===== src/hw/rtl/kne_pkg.sv =====
// Shared constants, widths and code points for the keypad numeric entry block.
package kne_pkg;

	localparam int MAX_CHARS = 6;

	localparam int LEN_W = $clog2(MAX_CHARS + 1);
	localparam int IDX_W = (MAX_CHARS > 1) ? $clog2(MAX_CHARS) : 1;
	localparam int ACC_W = $clog2(10 ** MAX_CHARS);
	localparam int VAL_W = 21;
	localparam int CMP_W = (ACC_W + 1 > VAL_W + 1) ? ACC_W + 1 : VAL_W + 1;
	localparam int KEY_W = 8;
	localparam int CHR_W = 4;

	localparam int CFG_IDX_W  = 3;
	localparam int CFG_DATA_W = VAL_W;

	// Stored character codes
	localparam logic [CHR_W-1:0] CODE_MINUS = 4'd10;
	localparam logic [CHR_W-1:0] CODE_POINT = 4'd11;
	localparam logic [CHR_W-1:0] CODE_DIGIT_MAX = 4'd9;

	// Key codes (ASCII)
	localparam logic [KEY_W-1:0] CH_ZERO = 8'd48;
	localparam logic [KEY_W-1:0] CH_NINE = 8'd57;
	localparam logic [KEY_W-1:0] CH_STAR = 8'd42;

	// Register indexes
	localparam logic [CFG_IDX_W-1:0] REG_ALLOW_NEG = 3'd0;
	localparam logic [CFG_IDX_W-1:0] REG_ALLOW_DEC = 3'd1;
	localparam logic [CFG_IDX_W-1:0] REG_MIN_VALUE = 3'd2;
	localparam logic [CFG_IDX_W-1:0] REG_MAX_VALUE = 3'd3;
	localparam logic [CFG_IDX_W-1:0] REG_CONFIRM   = 3'd4;
	localparam logic [CFG_IDX_W-1:0] REG_ENTER     = 3'd5;
	localparam logic [CFG_IDX_W-1:0] REG_BACK      = 3'd6;

	// Register reset values
	localparam logic signed [VAL_W-1:0] RST_MIN_VALUE = 21'sd0;
	localparam logic signed [VAL_W-1:0] RST_MAX_VALUE = 21'sd999;
	localparam logic [KEY_W-1:0] RST_CONFIRM = 8'd35;
	localparam logic [KEY_W-1:0] RST_ENTER   = 8'd68;
	localparam logic [KEY_W-1:0] RST_BACK    = 8'd67;

endpackage


===== src/hw/rtl/kne_if.sv =====
// Valid/ready channel interfaces for key items and result items.
interface kne_in_if;
	logic                       valid;
	logic                       ready;
	logic                       op;
	logic [kne_pkg::KEY_W-1:0]  key_code;

	modport source (output valid, output op, output key_code, input ready);
	modport sink   (input valid, input op, input key_code, output ready);
endinterface

interface kne_out_if;
	logic                              valid;
	logic                              ready;
	logic                              finished;
	logic                              confirmed;
	logic                              cancelled;
	logic                              entry_open;
	logic signed [kne_pkg::VAL_W-1:0]  value;
	logic [2:0]                        length;

	modport source (output valid, output finished, output confirmed, output cancelled,
		output entry_open, output value, output length, input ready);
	modport sink   (input valid, input finished, input confirmed, input cancelled,
		input entry_open, input value, input length, output ready);
endinterface


===== src/hw/rtl/keypad_numeric_entry_top.sv =====
// Keypad numeric entry editor: sequencer, character store and shared convert/clamp unit.
// Sequence: start, digit, back and ignored keys go straight to the done state; a star key
//   with decimals enabled first scans the entry for a point; a confirm walks the digits
//   (one digit per cycle through the multiply-add), then takes two clamp steps.
// Throughput: one item at a time, set by the character walk of the shared unit; the
//   next item is taken while the previous result waits in the output register.
// Reset: arst_n clears the session, flags, result and registers to their defaults.
module keypad_numeric_entry_top (
	input  logic                                clk,
	input  logic                                arst_n,
	kne_in_if.sink                              key_in,
	kne_out_if.source                           res_out,
	input  logic                                cfg_we,
	input  logic [kne_pkg::CFG_IDX_W-1:0]       cfg_index,
	input  logic [kne_pkg::CFG_DATA_W-1:0]      cfg_data
);

	// Sequencer states
	localparam logic [2:0] S_IDLE  = 3'd0;
	localparam logic [2:0] S_SCAN  = 3'd1;
	localparam logic [2:0] S_CLMIN = 3'd2;
	localparam logic [2:0] S_CLMAX = 3'd3;
	localparam logic [2:0] S_DONE  = 3'd4;

	// Scan modes: look for an existing point, or convert digits
	localparam logic MODE_POINT = 1'b0;
	localparam logic MODE_CONV  = 1'b1;

	localparam int LEN_W = kne_pkg::LEN_W;
	localparam int IDX_W = kne_pkg::IDX_W;
	localparam int ACC_W = kne_pkg::ACC_W;
	localparam int CMP_W = kne_pkg::CMP_W;
	localparam int VAL_W = kne_pkg::VAL_W;
	localparam int KEY_W = kne_pkg::KEY_W;
	localparam int CHR_W = kne_pkg::CHR_W;

	// Configuration registers
	logic                     allow_neg_q;
	logic                     allow_dec_q;
	logic signed [VAL_W-1:0]  min_q;
	logic signed [VAL_W-1:0]  max_q;
	logic [KEY_W-1:0]         confirm_q;
	logic [KEY_W-1:0]         enter_q;
	logic [KEY_W-1:0]         back_q;

	// Session state
	logic [2:0]               state_q;
	logic [LEN_W-1:0]         len_q;
	logic                     active_q;
	logic                     conf_q;
	logic                     canc_q;
	logic                     fin_q;
	logic signed [VAL_W-1:0]  result_q;
	logic [CHR_W-1:0]         chars_q [kne_pkg::MAX_CHARS];

	// Shared unit working registers
	logic                     mode_q;
	logic                     neg_q;
	logic [LEN_W-1:0]         idx_q;
	logic [ACC_W-1:0]         acc_q;
	logic signed [CMP_W-1:0]  v_q;

	// Output register
	logic                     out_valid_q;
	logic                     out_fin_q;
	logic                     out_conf_q;
	logic                     out_canc_q;
	logic                     out_open_q;
	logic signed [VAL_W-1:0]  out_value_q;
	logic [LEN_W-1:0]         out_len_q;

	// Decode and datapath signals
	logic                     accept;
	logic                     key_press;
	logic                     is_digit;
	logic                     is_star;
	logic                     is_conf;
	logic                     is_back;
	logic                     room;
	logic [CHR_W-1:0]         cur_code;
	logic                     past_end;
	logic                     scan_end;
	logic                     app_en;
	logic [CHR_W-1:0]         app_code;
	logic                     out_load;
	logic [ACC_W-1:0]         acc_next;
	logic signed [CMP_W-1:0]  conv_val;
	logic signed [CMP_W-1:0]  cmp_b;
	logic signed [CMP_W:0]    diff;
	logic                     lt;
	logic                     gt;

	assign key_in.ready = (state_q == S_IDLE);
	assign accept       = key_in.valid && key_in.ready;
	assign key_press    = accept && !key_in.op && active_q;
	assign out_load     = (state_q == S_DONE) && (!out_valid_q || res_out.ready);

	always_comb begin
		// Key roles in priority order: digit, star, confirm/enter, back
		is_digit = key_in.key_code inside {[kne_pkg::CH_ZERO:kne_pkg::CH_NINE]};
		is_star  = !is_digit && (key_in.key_code == kne_pkg::CH_STAR);
		is_conf  = !is_digit && !is_star &&
			((key_in.key_code == confirm_q) || (key_in.key_code == enter_q));
		is_back  = !is_digit && !is_star && !is_conf && (key_in.key_code == back_q);

		room     = len_q < LEN_W'(kne_pkg::MAX_CHARS);
		cur_code = chars_q[idx_q[IDX_W-1:0]];
		past_end = idx_q >= len_q;

		// Walk stops at the end of the entry, at a non-digit when converting,
		// or at an existing point when checking for one
		if (past_end) begin
			scan_end = 1'b1;
		end else if (mode_q == MODE_CONV) begin
			scan_end = cur_code > kne_pkg::CODE_DIGIT_MAX;
		end else begin
			scan_end = cur_code == kne_pkg::CODE_POINT;
		end

		// Append a character at the current length
		app_en   = 1'b0;
		app_code = kne_pkg::CODE_MINUS;
		if (state_q == S_IDLE) begin
			if (key_press && is_digit && room) begin
				app_en   = 1'b1;
				app_code = CHR_W'(key_in.key_code - kne_pkg::CH_ZERO);
			end else if (key_press && is_star && allow_neg_q && (len_q == '0)) begin
				app_en   = 1'b1;
				app_code = kne_pkg::CODE_MINUS;
			end
		end else if ((state_q == S_SCAN) && (mode_q == MODE_POINT) && past_end && room) begin
			app_en   = 1'b1;
			app_code = kne_pkg::CODE_POINT;
		end

		// Shared multiply-add: acc * 10 + digit
		acc_next = ACC_W'((acc_q << 3) + (acc_q << 1) + ACC_W'(cur_code));
		conv_val = neg_q ? -CMP_W'(acc_q) : CMP_W'(acc_q);

		// Shared compare against the clamp bound of the current step
		cmp_b = (state_q == S_CLMIN) ? CMP_W'(min_q) : CMP_W'(max_q);
		diff  = (CMP_W + 1)'(v_q) - (CMP_W + 1)'(cmp_b);
		lt    = diff[CMP_W];
		gt    = !diff[CMP_W] && (diff != '0);
	end

	// Control state
	always_ff @(posedge clk or negedge arst_n) begin
		if (!arst_n) begin
			allow_neg_q <= 1'b0;
			allow_dec_q <= 1'b0;
			min_q       <= kne_pkg::RST_MIN_VALUE;
			max_q       <= kne_pkg::RST_MAX_VALUE;
			confirm_q   <= kne_pkg::RST_CONFIRM;
			enter_q     <= kne_pkg::RST_ENTER;
			back_q      <= kne_pkg::RST_BACK;
			state_q     <= S_IDLE;
			len_q       <= '0;
			active_q    <= 1'b0;
			conf_q      <= 1'b0;
			canc_q      <= 1'b0;
			fin_q       <= 1'b0;
			result_q    <= '0;
			out_valid_q <= 1'b0;
		end else begin
			if (cfg_we) begin
				case (cfg_index)
					kne_pkg::REG_ALLOW_NEG: allow_neg_q <= cfg_data[0];
					kne_pkg::REG_ALLOW_DEC: allow_dec_q <= cfg_data[0];
					kne_pkg::REG_MIN_VALUE: min_q <= signed'(cfg_data[VAL_W-1:0]);
					kne_pkg::REG_MAX_VALUE: max_q <= signed'(cfg_data[VAL_W-1:0]);
					kne_pkg::REG_CONFIRM:   confirm_q <= cfg_data[KEY_W-1:0];
					kne_pkg::REG_ENTER:     enter_q <= cfg_data[KEY_W-1:0];
					kne_pkg::REG_BACK:      back_q <= cfg_data[KEY_W-1:0];
					default: ;
				endcase
			end

			if (app_en) begin
				len_q <= len_q + LEN_W'(1);
			end

			case (state_q)
				S_IDLE: begin
					if (accept) begin
						fin_q   <= 1'b0;
						state_q <= S_DONE;
						if (key_in.op) begin
							// Start: clear the entry and open the session
							len_q    <= '0;
							active_q <= 1'b1;
							conf_q   <= 1'b0;
							canc_q   <= 1'b0;
							result_q <= '0;
						end else if (active_q) begin
							if (is_star && !(allow_neg_q && (len_q == '0)) && allow_dec_q) begin
								state_q <= S_SCAN;
							end else if (is_conf && (len_q != '0)) begin
								state_q <= S_SCAN;
							end else if (is_back) begin
								if (len_q != '0) begin
									len_q <= len_q - LEN_W'(1);
								end else begin
									canc_q   <= 1'b1;
									active_q <= 1'b0;
									fin_q    <= 1'b1;
								end
							end
						end
					end
				end
				S_SCAN: begin
					if (scan_end) begin
						state_q <= (mode_q == MODE_CONV) ? S_CLMIN : S_DONE;
					end
				end
				S_CLMIN: begin
					state_q <= S_CLMAX;
				end
				S_CLMAX: begin
					result_q <= gt ? VAL_W'(cmp_b) : VAL_W'(v_q);
					conf_q   <= 1'b1;
					active_q <= 1'b0;
					fin_q    <= 1'b1;
					state_q  <= S_DONE;
				end
				S_DONE: begin
					if (out_load) begin
						state_q <= S_IDLE;
					end
				end
				default: begin
					state_q <= S_IDLE;
				end
			endcase

			if (out_load) begin
				out_valid_q <= 1'b1;
			end else if (res_out.ready) begin
				out_valid_q <= 1'b0;
			end
		end
	end

	// Datapath: character store, shared unit and output payload
	always_ff @(posedge clk) begin
		if (app_en) begin
			chars_q[len_q[IDX_W-1:0]] <= app_code;
		end

		case (state_q)
			S_IDLE: begin
				// Set up the walk; a leading minus is skipped when converting
				mode_q <= is_star ? MODE_POINT : MODE_CONV;
				acc_q  <= '0;
				if (is_conf && (chars_q[0] == kne_pkg::CODE_MINUS)) begin
					neg_q <= 1'b1;
					idx_q <= LEN_W'(1);
				end else begin
					neg_q <= 1'b0;
					idx_q <= '0;
				end
			end
			S_SCAN: begin
				if (!scan_end) begin
					idx_q <= idx_q + LEN_W'(1);
					acc_q <= acc_next;
				end else begin
					v_q <= conv_val;
				end
			end
			S_CLMIN: begin
				if (lt) begin
					v_q <= cmp_b;
				end
			end
			default: ;
		endcase

		if (out_load) begin
			out_fin_q   <= fin_q;
			out_conf_q  <= conf_q;
			out_canc_q  <= canc_q;
			out_open_q  <= active_q;
			out_value_q <= result_q;
			out_len_q   <= len_q;
		end
	end

	assign res_out.valid      = out_valid_q;
	assign res_out.finished   = out_fin_q;
	assign res_out.confirmed  = out_conf_q;
	assign res_out.cancelled  = out_canc_q;
	assign res_out.entry_open = out_open_q;
	assign res_out.value      = out_value_q;
	assign res_out.length     = 3'(out_len_q);

endmodule

===== src/flat_wrapper.sv =====
// flat-port wrapper written by rule: the top's interface ports become plain ports
module keypad_numeric_entry_top_flat 
  (clk, arst_n, cfg_we, cfg_index, cfg_data, key_in_valid, key_in_op, key_in_key_code, key_in_ready, res_out_valid, res_out_finished, res_out_confirmed, res_out_cancelled, res_out_entry_open, res_out_value, res_out_length, res_out_ready);
  kne_in_if key_in_i ();
  kne_out_if res_out_i ();
  input  logic clk;
  input  logic arst_n;
  input  logic cfg_we;
  input  logic [kne_pkg::CFG_IDX_W-1:0] cfg_index;
  input  logic [kne_pkg::CFG_DATA_W-1:0] cfg_data;
  input wire logic [$bits(key_in_i.valid)-1:0] key_in_valid;
  input wire logic [$bits(key_in_i.op)-1:0] key_in_op;
  input wire logic [$bits(key_in_i.key_code)-1:0] key_in_key_code;
  output wire logic [$bits(key_in_i.ready)-1:0] key_in_ready;
  output wire logic [$bits(res_out_i.valid)-1:0] res_out_valid;
  output wire logic [$bits(res_out_i.finished)-1:0] res_out_finished;
  output wire logic [$bits(res_out_i.confirmed)-1:0] res_out_confirmed;
  output wire logic [$bits(res_out_i.cancelled)-1:0] res_out_cancelled;
  output wire logic [$bits(res_out_i.entry_open)-1:0] res_out_entry_open;
  output wire logic [$bits(res_out_i.value)-1:0] res_out_value;
  output wire logic [$bits(res_out_i.length)-1:0] res_out_length;
  input wire logic [$bits(res_out_i.ready)-1:0] res_out_ready;
  assign key_in_i.valid = key_in_valid;
  assign key_in_i.op = key_in_op;
  assign key_in_i.key_code = key_in_key_code;
  assign key_in_ready = key_in_i.ready;
  assign res_out_valid = res_out_i.valid;
  assign res_out_finished = res_out_i.finished;
  assign res_out_confirmed = res_out_i.confirmed;
  assign res_out_cancelled = res_out_i.cancelled;
  assign res_out_entry_open = res_out_i.entry_open;
  assign res_out_value = res_out_i.value;
  assign res_out_length = res_out_i.length;
  assign res_out_i.ready = res_out_ready;
  keypad_numeric_entry_top u_core (.clk(clk), .arst_n(arst_n), .key_in(key_in_i), .res_out(res_out_i), .cfg_we(cfg_we), .cfg_index(cfg_index), .cfg_data(cfg_data));
endmodule

===== config.mk =====
export PLATFORM = sky130hd
export DESIGN_NAME = keypad_numeric_entry_top_flat
export DESIGN_NICKNAME = d
export VERILOG_FILES = /design/src/hw/rtl/kne_pkg.sv /design/src/hw/rtl/kne_if.sv /design/src/hw/rtl/keypad_numeric_entry_top.sv /design/src/flat_wrapper.sv
export SDC_FILE = /design/constraint.sdc
export NUM_CORES = 1
export LEC_CHECK = 0
export ABC_AREA = 1
export ABC_CLOCK_PERIOD_IN_PS = 5200
export BUFFER_PORTS_ARGS = -buffer_cell sky130_fd_sc_hd__buf_2
export CORE_MARGIN = 2
export CORE_UTILIZATION = 40
export DETAILED_ROUTE_END_ITERATION = 16
export PLACE_DENSITY_LB_ADDON = 0.25
export SYNTH_ARGS = -nofsm -noshare
export SYNTH_HDL_FRONTEND = slang
export SYNTH_SLANG_ARGS = --single-unit

===== constraint.sdc =====
create_clock -name clk -period 5.2 [get_ports clk]
set_input_delay 0.78 -clock clk [delete_from_list [all_inputs] [get_ports clk]]
set_output_delay 0.78 -clock clk [all_outputs]
set_load 0.02 [all_outputs]

==> summary.md <==
| Metric | Value |
|---|---|
| Synth Area in Compound Gates | 12.1% |
| Final setup violation count | 0 |
| Final ANT Viol Nets | 0 |
| First-pass GRT wire length | 48.1 mm |
| Final Core Density | 46.2% |
| Area contributors post-synth | edfxtp_1 (25%), dfrtp_1 (18%), nand2_1 (11%) |
| Initial antenna violation count | 0 |
| Largest net degree at the start of global routing | 67 |
| CTS tree | done |
| Top cells by count, synth | nand2_1 (345), inv_1 (198), o21ai_0 (140) |
| Core area | 28900 um^2 |
| Vias in the first global route | 9294 |
| Pins Over Slew Limit | 0 |
| Period utilization | 85.0% |
| Worst slew margin | 23.1% |
| Root buf cell | clkbuf_16 |
| Clk sink count | 202 |
| Place WS | 813 ps |
| Area after DPL | 12500 um^2 |
| Drt total wl | 29.0 mm |
| Highest net fanout along the worst path | 14 |
| CP Capture Type | flop |
| Startpoint types | flop |
| Area share of the leading cell type in the synthesized netlist | 25.2% |
| DP HPWL | 21.9 mm |
| Reg clk slew, reported paths | 60 ps |
| Most used DFF post-synth | edfxtp_1 |
| Die Span Y | 176 um |
| Worst Path Required | 5470 ps |
| Initial Util | 40.9% |
| Total of max-cap violations | 0 |
| FMAX | 226 MHz |
| Slew @ Worst Pin | 1150 ps |
| Setup TNS | 0 ps |
| Main combinational cell family by area after synthesis | simple AND/OR/NAND/NOR gates |
| Multi-input logic area | 5340 um^2 |
| Worst Path Arrival | 4690 ps |
| Final hold violations | 0 |
| Adder-Cell Fraction of Synth Area | 6.87% |
| Worst clock skew | 10.5 ps |
| Max clock buf depth | 3 |
| Synth-to-layout area growth | 13.0% |
| Layout cells sized above 1 | 10.8% |
| Final instance area | 13300 um^2 |
| Crit path kind | flop to flop |
| Post-cts sizing count | 0 |
| FF+latch count, synth | 202 |
| Asr flop ratio synth | 49.5% |
| Syn avg cell area | 8.24 um^2 |
| Mapped Cells | 1433 |
| Syn nets | 1534 |
| Synthesis warning total | 0 |
| Worst setup margin | 781 ps |
| Tmin final | 4420 ps |
| Post-synth top area cell | edfxtp_1 |
| Io pins | 68 |
| Vias per cell | 5.07 |
| RSZ-0062 raised after global routing | no |
| Max VDD drop | 0.274 mV |
| Via count | 9639 |
| Post-synth EDFFs | 99 |
| Post-synthesis mux area share | 0.276% |
| Cell Area, Synth | 11800 um^2 |
| Clock latency on the worst-skew pair | 520 ps |
| FF+latch area | 5560 um^2 |
| Distinct cells, synth | 48 |
| 1st-iter DRT viols | 662 |
| Port Buffers | 67 |
| Status | finished clean |
| GPL Wtd Cong | 0.914 |
| Top-count cell post-synth | nand2_1 |
| Global route total overflow | 0 |
| Nets | 1600 |
| Hold Path Class | input port to asynchronous set/reset pin |
| Average wire per standard cell | 15.2 um |
| Power Density | 436 nW/um^2 |
| H-tree depth | 1 |
| Post-CTS Setup Inserts | 0 |
| XOR/XNOR share of the synthesized area | 2.73% |
| Num rows | 62 |
| # hold bufs at CTS | 0 |
| # diodes | 0 |
| Num CTS Buffers | 24 |
| Die area | 30900 um^2 |
| All-Layer GR Usage | 19.1% |
| DRT Pass-1 Iters | 6 |
| # fillers | 2808 |
| Register area share after synthesis | 47.1% |
| Post-route DRC | 0 |
| P_leak | 0.00638 uW |
| Die width | 176 um |
| Simple-Gate Fraction of Synth Area | 23.2% |
flip-flops by register name, summed over array words and instances (netlist names), 8 cells and up, named ones only:
| register | cells |
|---|---|
| u_core.res_out.value | 21 |
| u_core.max_q | 21 |
| u_core.acc_q | 20 |
| u_core.v_q | 22 |
| u_core.enter_q | 8 |
| u_core.result_q | 21 |
| u_core.chars_q | 24 |
| u_core.back_q | 8 |
| u_core.confirm_q | 8 |
| u_core.min_q | 21 |
through the flow:
| stage | power (uW) | std cells | hold WS (ps) |
|---|---|---|---|
| floorplan | 3650 | 1433 | 423 |
| global placement | 4140 | 1857 | 431 |
| detailed placement | 4170 | 1857 | 429 |
| CTS | 5850 | 1901 | 377 |
| global route | 6240 | 1901 | 417 |
| finish | 5820 | 1901 | 348 |
metal layers:
metal | part of all wire (%) | track usage [%] | vias to the layer above | wire length, um
li1 | - | - | 4904 | -
met1 | 50 | 28.7 | 4488 | 14500
met2 | 43 | 29.9 | 215 | 12600
met3 | 4.5 | 1.93 | 32 | 1310
met4 | 1.8 | 3.86 | 0 | 521
met5 | 0 | 0 | - | 0
cells in the final DEF (no fill, tap or decap), types with 27 or more instances in the layout:
| cell type | synthesis | routed |
|---|---|---|
| edfxtp_1 | 99 | 99 |
| nor2_1 | 99 | 98 |
| a21oi_1 | 70 | 70 |
| buf_2 | 4 | 66 |
| inv_1 | 198 | 198 |
| clkbuf_16 | 0 | 27 |
| o21ai_0 | 140 | 140 |
| dfrtp_1 | 84 | 84 |
| nand3_1 | 110 | 110 |
| nand2_1 | 345 | 345 |
| ha_1 | 60 | 60 |
path summary, 6_finish.rpt:
check	end	from	cells after the start	slack [ps]
worst max-delay path	u_core.acc_q[16]$_SDFFCE_PN0P_	flop	24	780
worst min-delay path	u_core.min_q[13]$_DFFE_PN0P_	arst_n	1	350
worst max register to register	u_core.acc_q[16]$_SDFFCE_PN0P_	flop	24	780
worst min register to register	u_core.res_out.value[0]$_DFFE_PP_	u_core.result_q[0]$_DFFE_PN0P_	0	440
max in group asynchronous	u_core.result_q[12]$_DFFE_PN0P_	arst_n	2	3870
min in group clk	u_core.res_out.value[0]$_DFFE_PP_	u_core.result_q[0]$_DFFE_PN0P_	0	440
cells by family after synthesis:
kind of cell               after synthesis
and+or+nand+nor                        630
buffers and inverters                  239
muxes                                    3
xor gates and xnor gates                36
AOI/OAI and AO/OA                      260
adders and majority gates               63
DFF                                    202
power breakdown:
| group | total, uW | switching (uW) | internal (uW) |
|---|---|---|---|
| Clock | 1680 | 662 | 1010 |
| Combinational | 1880 | 1220 | 662 |
| Sequential | 2270 | 242 | 2030 |
| Total | 5820 | 2120 | 3700 |
final cells by class:
cell class              count  share of cell area (%)
inverters                 203                    5.71
well taps                 384                    3.60
clock inverters             4                   0.206
clock buffers              40                    5.81
multi-input cells         992                    40.0
flip-flops and latches    202                    41.6
repair buffers             76                    3.04
critical path, stage by stage (launching register included):
cell	delay, ps
dfxtp_1	580
inv_1	270
nand2_1	120
nand3_1	80
nand3_1	90
o21ai_0	150
ha_1	320
ha_1	270
fa_1	420
nand2_1	70
inv_1	40
o21ai_0	140
nand2_1	100
nand2_1	70
nand2_1	40
a21oi_1	190
nor2_1	60
o21ai_0	150
nand2_1	120
a21boi_0	270
o21ai_0	180
a21boi_0	250
nand2_1	80
nand2_1	60
nor2_1	40
No activity file was read; power rests on OpenSTA's default activity.
